File: config.mk
export PLATFORM = sky130hd
export DESIGN_NAME = client_server_dispatcher
export DESIGN_NICKNAME = d
export VERILOG_FILES = /design/src/design/csd_pkg.sv /design/src/design/client_server_dispatcher.sv /design/src/design/csd_ram.sv
export SDC_FILE = /design/constraint.sdc
export NUM_CORES = 1
export LEC_CHECK = 0
export BUFFER_PORTS_ARGS = -buffer_cell sky130_fd_sc_hd__buf_2
export CAP_MARGIN = 10
export CORE_MARGIN = 3
export CORE_UTILIZATION = 30
export CTS_CLUSTER_SIZE = 16
export DETAILED_ROUTE_END_ITERATION = 10
export PLACE_DENSITY = 0.55
export SLEW_MARGIN = 40
export SYNTH_ARGS = -nofsm -noshare
export SYNTH_HDL_FRONTEND = slang
export SYNTH_SLANG_ARGS = --single-unit
export TNS_END_PERCENT = 20
File: constraint.sdc
create_clock -name clk -period 3.15 [get_ports clk]
set_clock_uncertainty 0.15 [all_clocks]
set_input_delay 0.1575 -clock clk [delete_from_list [all_inputs] [get_ports clk]]
set_output_delay 0.1575 -clock clk [all_outputs]
set_load 0.05 [all_outputs]
File: src/design/csd_pkg.sv
// ----------------------------------------------------------------------------
// csd_pkg: shared types and codes for the client/server dispatcher
// Request and result payload structs, event codes and register reset value.
// ----------------------------------------------------------------------------
package csd_pkg;

    // request kinds
    localparam logic REQ_CLIENT = 1'b0;
    localparam logic REQ_SERVER = 1'b1;

    // result event codes
    localparam logic [1:0] EV_ASSIGNED = 2'd0;
    localparam logic [1:0] EV_WAITS    = 2'd1;
    localparam logic [1:0] EV_DROPPED  = 2'd2;
    localparam logic [1:0] EV_IDLE     = 2'd3;

    localparam logic [4:0]  SEATS_RESET = 5'd4;
    localparam logic [15:0] DROP_MAX    = 16'hFFFF;

    typedef struct packed {
        logic       req_type;
        logic [7:0] client_id;
        logic [2:0] server_id;
    } req_t;

    typedef struct packed {
        logic [1:0]  event_res;
        logic [7:0]  client;
        logic [2:0]  server;
        logic [4:0]  free_seats;
        logic [15:0] drop_count;
    } rsp_t;

endpackage

File: src/design/client_server_dispatcher.sv
// ----------------------------------------------------------------------------
// client_server_dispatcher: pairs arriving clients with free servers
// Idle servers and waiting clients live in two RAM-backed FIFOs.
// ----------------------------------------------------------------------------
// Usage:
//   req_valid/req_stall/req_data carry one request: a client arriving
//   (client_id) or a server reporting free (server_id). rsp_valid/rsp_stall/
//   rsp_data return exactly one result per request: the event, the client
//   and server involved, the free waiting seats and the saturating drop count.
//   seats_we/seats_wdata write the number of waiting seats (reset 4); write
//   it only while no request is in flight.
// Timing:
//   A request is accepted while the controller is idle, and both FIFO RAMs
//   read their head entries on that edge. In the execute state, once the
//   output register is free, the head data is used, the FIFOs are pushed or
//   popped and the result is loaded into the output register. No new request
//   is taken until the last one has executed, since the RAM read comes
//   before each read-modify-write; rsp_valid rises once the result is loaded.
//   The write-back lands before the next read, so no forwarding.
// Reset and stall:
//   Reset empties both FIFOs (counts to zero, RAM contents untouched), clears
//   the drop count and restores 4 seats. While the result is stalled, the
//   next request is still taken and held until the output register frees.
// ----------------------------------------------------------------------------
module client_server_dispatcher #(
    parameter int NUM_SERVERS = 8,
    parameter int WAIT_DEPTH  = 16
) (
    input  logic          clk,
    input  logic          rst_n,
    input  logic          req_valid,
    output logic          req_stall,
    input  csd_pkg::req_t req_data,
    output logic          rsp_valid,
    input  logic          rsp_stall,
    output csd_pkg::rsp_t rsp_data,
    input  logic          seats_we,
    input  logic [4:0]    seats_wdata
);

    import csd_pkg::*;

    // address and count widths
    localparam int SRV_AW = (NUM_SERVERS > 1) ? $clog2(NUM_SERVERS) : 1;
    localparam int SRV_CW = $clog2(NUM_SERVERS + 1);
    localparam int WT_AW  = (WAIT_DEPTH > 1) ? $clog2(WAIT_DEPTH) : 1;
    localparam int WT_CW  = $clog2(WAIT_DEPTH + 1);
    localparam int LIM_W  = (WT_CW > 5) ? WT_CW : 5;

    // controller states
    localparam logic ST_IDLE = 1'b0;
    localparam logic ST_EXEC = 1'b1;

    logic              state_reg, state_next;
    req_t              req_reg;
    logic [4:0]        seats_reg;
    logic [SRV_AW-1:0] idle_head_reg, idle_head_next;
    logic [SRV_CW-1:0] idle_cnt_reg, idle_cnt_next;
    logic [WT_AW-1:0]  wait_head_reg, wait_head_next;
    logic [WT_CW-1:0]  wait_cnt_reg, wait_cnt_next;
    logic [15:0]       drop_reg, drop_next;
    logic              out_valid_reg, out_valid_next;
    rsp_t              out_reg, out_next;

    logic              accept;
    logic              fire;

    // RAM ports
    logic              idle_we;
    logic [SRV_AW-1:0] idle_waddr;
    logic [2:0]        idle_rdata;
    logic              wait_we;
    logic [WT_AW-1:0]  wait_waddr;
    logic [7:0]        wait_rdata;

    // tail and limit helpers
    logic [SRV_AW:0]   idle_sum;
    logic [WT_AW:0]    wait_sum;
    logic [LIM_W-1:0]  seat_lim;
    logic [LIM_W-1:0]  wait_cnt_ext;
    logic              sid_bad;

    assign accept    = req_valid && !req_stall;
    assign req_stall = (state_reg == ST_EXEC);
    assign fire      = (state_reg == ST_EXEC) && (!out_valid_reg || !rsp_stall);
    assign rsp_valid = out_valid_reg;
    assign rsp_data  = out_reg;

    // both FIFOs read their head when a request is taken
    csd_ram #(
        .WIDTH (3),
        .DEPTH (NUM_SERVERS)
    ) u_idle_ram (
        .clk   (clk),
        .we    (idle_we),
        .waddr (idle_waddr),
        .wdata (req_reg.server_id),
        .re    (accept),
        .raddr (idle_head_reg),
        .rdata (idle_rdata)
    );

    csd_ram #(
        .WIDTH (8),
        .DEPTH (WAIT_DEPTH)
    ) u_wait_ram (
        .clk   (clk),
        .we    (wait_we),
        .waddr (wait_waddr),
        .wdata (req_reg.client_id),
        .re    (accept),
        .raddr (wait_head_reg),
        .rdata (wait_rdata)
    );

    // tail = (head + count) mod depth; count stays below depth on a push
    assign idle_sum   = (SRV_AW + 1)'(idle_head_reg) + (SRV_AW + 1)'(idle_cnt_reg);
    assign idle_waddr = (idle_sum >= (SRV_AW + 1)'(NUM_SERVERS))
                        ? SRV_AW'(idle_sum - (SRV_AW + 1)'(NUM_SERVERS))
                        : SRV_AW'(idle_sum);
    assign wait_sum   = (WT_AW + 1)'(wait_head_reg) + (WT_AW + 1)'(wait_cnt_reg);
    assign wait_waddr = (wait_sum >= (WT_AW + 1)'(WAIT_DEPTH))
                        ? WT_AW'(wait_sum - (WT_AW + 1)'(WAIT_DEPTH))
                        : WT_AW'(wait_sum);

    // seats above the queue depth act as the depth
    assign seat_lim     = (LIM_W'(seats_reg) > LIM_W'(WAIT_DEPTH))
                          ? LIM_W'(WAIT_DEPTH) : LIM_W'(seats_reg);
    assign wait_cnt_ext = LIM_W'(wait_cnt_reg);
    assign sid_bad      = {29'd0, req_reg.server_id} >= 32'(NUM_SERVERS);

    always_comb
    begin
        logic [LIM_W-1:0] cnt_after;

        state_next     = state_reg;
        idle_head_next = idle_head_reg;
        idle_cnt_next  = idle_cnt_reg;
        wait_head_next = wait_head_reg;
        wait_cnt_next  = wait_cnt_reg;
        drop_next      = drop_reg;
        out_next       = out_reg;
        idle_we        = 1'b0;
        wait_we        = 1'b0;
        cnt_after      = '0;
        out_valid_next = (out_valid_reg && rsp_stall);

        unique case (state_reg)
            ST_IDLE:
            begin
                if (accept)
                begin
                    state_next = ST_EXEC;
                end
            end
            ST_EXEC:
            begin
                if (fire)
                begin
                    state_next          = ST_IDLE;
                    out_valid_next      = 1'b1;
                    out_next.client     = 8'd0;
                    out_next.server     = 3'd0;
                    if (req_reg.req_type == REQ_CLIENT)
                    begin
                        out_next.client = req_reg.client_id;
                        if (idle_cnt_reg != '0)
                        begin
                            // hand the client to the oldest idle server
                            out_next.server    = idle_rdata;
                            out_next.event_res = EV_ASSIGNED;
                            idle_cnt_next      = idle_cnt_reg - 1'b1;
                            idle_head_next     = (idle_head_reg == SRV_AW'(NUM_SERVERS - 1))
                                                 ? '0 : idle_head_reg + 1'b1;
                        end
                        else if (wait_cnt_ext < seat_lim)
                        begin
                            out_next.event_res = EV_WAITS;
                            wait_we            = 1'b1;
                            wait_cnt_next      = wait_cnt_reg + 1'b1;
                        end
                        else
                        begin
                            out_next.event_res = EV_DROPPED;
                            if (drop_reg != DROP_MAX)
                            begin
                                drop_next = drop_reg + 16'd1;
                            end
                        end
                    end
                    else
                    begin
                        out_next.server    = req_reg.server_id;
                        out_next.event_res = EV_IDLE;
                        if (sid_bad)
                        begin
                            // unknown server: report and drop the request
                            out_next.event_res = EV_IDLE;
                        end
                        else if (wait_cnt_reg != '0)
                        begin
                            out_next.client    = wait_rdata;
                            out_next.event_res = EV_ASSIGNED;
                            wait_cnt_next      = wait_cnt_reg - 1'b1;
                            wait_head_next     = (wait_head_reg == WT_AW'(WAIT_DEPTH - 1))
                                                 ? '0 : wait_head_reg + 1'b1;
                        end
                        else if (idle_cnt_reg < SRV_CW'(NUM_SERVERS))
                        begin
                            idle_we       = 1'b1;
                            idle_cnt_next = idle_cnt_reg + 1'b1;
                        end
                    end
                    cnt_after           = LIM_W'(wait_cnt_next);
                    out_next.free_seats = (seat_lim > cnt_after)
                                          ? 5'(seat_lim - cnt_after) : 5'd0;
                    out_next.drop_count = drop_next;
                end
            end
            default:
            begin
                state_next = ST_IDLE;
            end
        endcase
    end

    always_ff @(posedge clk or negedge rst_n)
    begin
        if (!rst_n)
        begin
            state_reg     <= ST_IDLE;
            seats_reg     <= SEATS_RESET;
            idle_head_reg <= '0;
            idle_cnt_reg  <= '0;
            wait_head_reg <= '0;
            wait_cnt_reg  <= '0;
            drop_reg      <= '0;
            out_valid_reg <= 1'b0;
        end
        else
        begin
            state_reg     <= state_next;
            idle_head_reg <= idle_head_next;
            idle_cnt_reg  <= idle_cnt_next;
            wait_head_reg <= wait_head_next;
            wait_cnt_reg  <= wait_cnt_next;
            drop_reg      <= drop_next;
            out_valid_reg <= out_valid_next;
            if (seats_we)
            begin
                seats_reg <= seats_wdata;
            end
        end
    end

    // payload registers: hold the request and the result
    always_ff @(posedge clk)
    begin
        if (accept)
        begin
            req_reg <= req_data;
        end
        out_reg <= out_next;
    end

    // a client waits only while no server is idle, and the reverse
    a_not_both_queued: assert property (@(posedge clk) disable iff (!rst_n)
        !((idle_cnt_reg != '0) && (wait_cnt_reg != '0)))
        else $error("idle servers and waiting clients at once");

    a_idle_cnt_bound: assert property (@(posedge clk) disable iff (!rst_n)
        idle_cnt_reg <= SRV_CW'(NUM_SERVERS))
        else $error("idle server count above server count");

    a_accept_to_exec: assert property (@(posedge clk) disable iff (!rst_n)
        accept |=> (state_reg == ST_EXEC))
        else $error("accepted request not executed");

    a_drop_monotonic: assert property (@(posedge clk) disable iff (!rst_n)
        1'b1 |=> (drop_reg >= $past(drop_reg)))
        else $error("drop count went down");

endmodule

File: src/design/csd_ram.sv
// ----------------------------------------------------------------------------
// csd_ram: simple dual-port synchronous RAM
// One write port and one read port with registered read data.
// ----------------------------------------------------------------------------
module csd_ram #(
    parameter int WIDTH = 8,
    parameter int DEPTH = 16
) (
    input  logic                                      clk,
    input  logic                                      we,
    input  logic [((DEPTH > 1) ? $clog2(DEPTH) : 1)-1:0] waddr,
    input  logic [WIDTH-1:0]                          wdata,
    input  logic                                      re,
    input  logic [((DEPTH > 1) ? $clog2(DEPTH) : 1)-1:0] raddr,
    output logic [WIDTH-1:0]                          rdata
);

    logic [WIDTH-1:0] mem [DEPTH];

    always_ff @(posedge clk)
    begin
        if (we)
        begin
            mem[waddr] <= wdata;
        end
    end

    always_ff @(posedge clk)
    begin
        if (re)
        begin
            rdata <= mem[raddr];
        end
    end

endmodule

==> metrics.yaml <==
finalSetupViolCount: 0
yosysTopAreaCell: "edfxtp_1"
io_pins: 58
async_reset_ff_share_pct: 15.7
antenna_cells: 0
worst-path-buf-inv: 1
cts_tree: "done"
antenna_found_initial: 0
die_w_um: 195
slowest_stage: "dfstp_2"
ys_seq_elements: 248
crit_chain: "nand2_4 > ha_4 > nand4_1 > o21ai_2 > o21ai_0 > xnor2_1 > ha_1 > inv_1 > fa_2 > nand2_1 > nand2_1 > a21oi_2 > xor2_1 > nor2_1"
cts.sinks: 248
cts_htree_levels: 1
syn_avg_cell_area_um2: 16.2
synth_warnings: 0
vdd_drop_max_mv: 0.579
drive_above_1_share_pct: 30.5
grtUsageTotal_pct: 11.5
path_class: "reg -> reg"
p_leak_nw: 4.82
cpMostUsedCell: "nand2_1"
synth_edf_count: 209
start_util_pct: 30.7
drt_pass1_iterations: 5
root_buffer: "clkbuf_16"
clock_tree.buffer_depth: 3
yosysUniqueCellTypes: 60
largest_reg_flops: 128
fin_crit_ns: 3.12
crit_fanout: 4
synth_area_um2: 10700
synth_nets: 710
gp_congestion: 0.767
use_met3_pct: 2.01
via_count: 6065
num-fill-cells: 3275
hold_viol_final: 0
outcome: "finished clean"
cp-start-kind: "register"
grt_max_degree: 40
worst_pin_slew_ns: 0.679
period_share_pct: 99.0
synth_top_area_share_pct: 58.6
synthFlopType: "edfxtp_1"
synth_seq_area_share_pct: 67.8
power.total_mw: 10.8
p_per_area_nw_per_um2: 819
final_cells: 1280
dpl.hpwl_mm: 14.7
hold_path_class: "in -> async"
viasPerCell: 4.74
regMostFlops: "u_wait_ram.mem"
cpPeakStageDelay_ns: 0.55
r2r.worst_path.cells: 14
port_buffers: 57
area_growth_pct: 23.2
core_um2: 34900
rsz0062_at_grt: "yes"
drc: 0
busiest_layer: "met2"
grt_pass1_wl_mm: 35.1
max_slew_margin_pct: 54.7
grt_remaining_overflow: 0
timing.rr.start: "seats_reg[2]$_DFFE_PN1P_"
finalWirelength_mm: 22.2
cp.arrival_ns: 3.25
clk_pin_slew_worst_paths_ns: 0.06
worstReg2RegEnd: "rsp_data[20]$_SDFFCE_PP0P_"
fmax_mhz: 321
use_met2_pct: 20.1
die_area_um2: 38000
dp.cells: 1199
path_delay_family: "adder cells"
fin_util_pct: 37.8
worstSkewPairLatency_ns: 0.54
fp-row-count: 68
cts_buffers: 27
reg2reg_slack_ns: 0.03
yosys-top-cells-count: "edfxtp_1 (209), mux4_2 (46), dfrtp_1 (38), nor2_1 (38), nand2_1 (35)"
synth.area.top_cells: "edfxtp_1 (59%), mux4_2 (9.7%), dfrtp_1 (8.9%)"
drv_cap: 0
grt_use_met1_pct: 15.1
ant_nets: 0
post_drt_wl_per_cell_um: 17.3
nets: 852
netlist_instances: 662
die_h_um: 195
report.final.slew_viol_count: 0
drt_first_iter_violations: 436
grt_pass1_vias: 6212
critical_path.endpoint_type: "register"
synth_most_common_cell: "edfxtp_1"
cp.required_ns: 3.28
## worst reg2reg max path, cell delays in order, from the launching register on
cell and delay, ns:
dfstp_2 0.55, nand2_4 0.06, ha_4 0.27, nand4_1 0.23
o21ai_2 0.23, o21ai_0 0.11, xnor2_1 0.17, ha_1 0.19
inv_1 0.06, fa_2 0.35, nand2_1 0.07, nand2_1 0.07
a21oi_2 0.15, xor2_1 0.15, nor2_1 0.06
## area by class of cell
type	instances	area (um^2)	share of cell area, %
sequential	248	7260	55.0
multi-input combinational	362	3360	25.5
timing repair buffer	143	1000	7.58
clock buffer	34	733	5.56
tap	455	569	4.32
clock inverter	16	188	1.42
inverter	22	82.6	0.626
## through the flow
stage / setup slack [ns] / instance area, um^2 / TNS (ns) / hold WS, ns
after CTS: -0.0209 / 13200 / -0.0943 / 0.00301
after global routing: -0.143 / 13200 / -0.688 / 0.0339
after floorplan: 0.0169 / 10700 / 0 / -0.288
after detailed placement: -0.101 / 11900 / -0.457 / 0.0380
after global placement: -0.0237 / 11900 / -0.0743 / 0.185
final: 0.0315 / 13200 / 0 / 0.00662
## where the power goes
part | switching [mW] | internal [mW] | total [mW]
Sequential | 0.296 | 3.92 | 4.22
Clock | 1.26 | 1.98 | 3.24
Combinational | 1.80 | 1.54 | 3.34
Total | 3.36 | 7.44 | 10.8
## metal layers
layer | wire length (um) | vias to the layer above
met5 | 0 | -
met4 | 400 | 0
met3 | 1140 | 28
met2 | 11000 | 159
met1 | 9620 | 3020
li1 | - | 2858
## cells in the final DEF, fill, tap and decap left out, types with 6 or more instances in the layout
| master | Yosys | final |
|---|---|---|
| xor2_1 | 19 | 19 |
| nand3_1 | 25 | 25 |
| inv_1 | 22 | 20 |
| and3_1 | 7 | 7 |
| mux2_2 | 13 | 13 |
| edfxtp_1 | 209 | 209 |
| nand4_1 | 11 | 11 |
| o21ai_0 | 26 | 24 |
| buf_2 | 6 | 56 |
| xnor2_1 | 19 | 19 |
| dfrtp_1 | 38 | 36 |
| buf_4 | 0 | 61 |
| nor4_1 | 7 | 7 |
| nor3_1 | 14 | 14 |
| mux2_1 | 6 | 6 |
| dlygate4sd3_1 | 0 | 25 |
| clkbuf_16 | 0 | 28 |
| ha_1 | 22 | 19 |
| a21oi_1 | 12 | 9 |
| mux4_2 | 46 | 46 |
| a31oi_1 | 9 | 9 |
| nand2_1 | 35 | 32 |
| nor2_1 | 38 | 37 |
| clkinv_1 | 0 | 6 |
## cells by family after synthesis
logic type | count (synthesis) | synth area share [%]
DFF | 248 | 67.8
and+or+nand+nor | 164 | 8.03
AOI/OAI and AO/OA | 68 | 4.02
muxes | 66 | 11.8
buffers and inverters | 52 | 1.96
xor gates and xnor gates | 38 | 3.11
adders and majority gates | 26 | 3.32
## worst max-delay path by stage
stage | slack (ns) | startpoint | cells after the start | end
floorplan | 0.02 | wait_cnt_ext[1]$_DFFE_PN0P_ | 15 | rsp_data[18]$_SDFFCE_PP0P_
global placement | -0.02 | seats_reg[2]$_DFFE_PN1P_ | 13 | rsp_data[18]$_SDFFCE_PP0P_
detailed placement | -0.10 | seats_reg[2]$_DFFE_PN1P_ | 13 | rsp_data[20]$_SDFFCE_PP0P_
CTS | -0.02 | seats_reg[2]$_DFFE_PN1P_ | 13 | rsp_data[20]$_SDFFCE_PP0P_
global route | -0.14 | seats_reg[2]$_DFFE_PN1P_ | 13 | rsp_data[20]$_SDFFCE_PP0P_
finish | 0.03 | seats_reg[2]$_DFFE_PN1P_ | 14 | rsp_data[20]$_SDFFCE_PP0P_
## timing repair
action	4_1_cts	5_1_grt
buffers inserted	5	1
hold buffers	25	0
setup endpoints to repair	5	5
hold endpoints to repair	58	0
gates resized for setup	9	7
cloned	0	0
pin swaps	14	10
No activity file was read; power rests on OpenSTA's default activity.
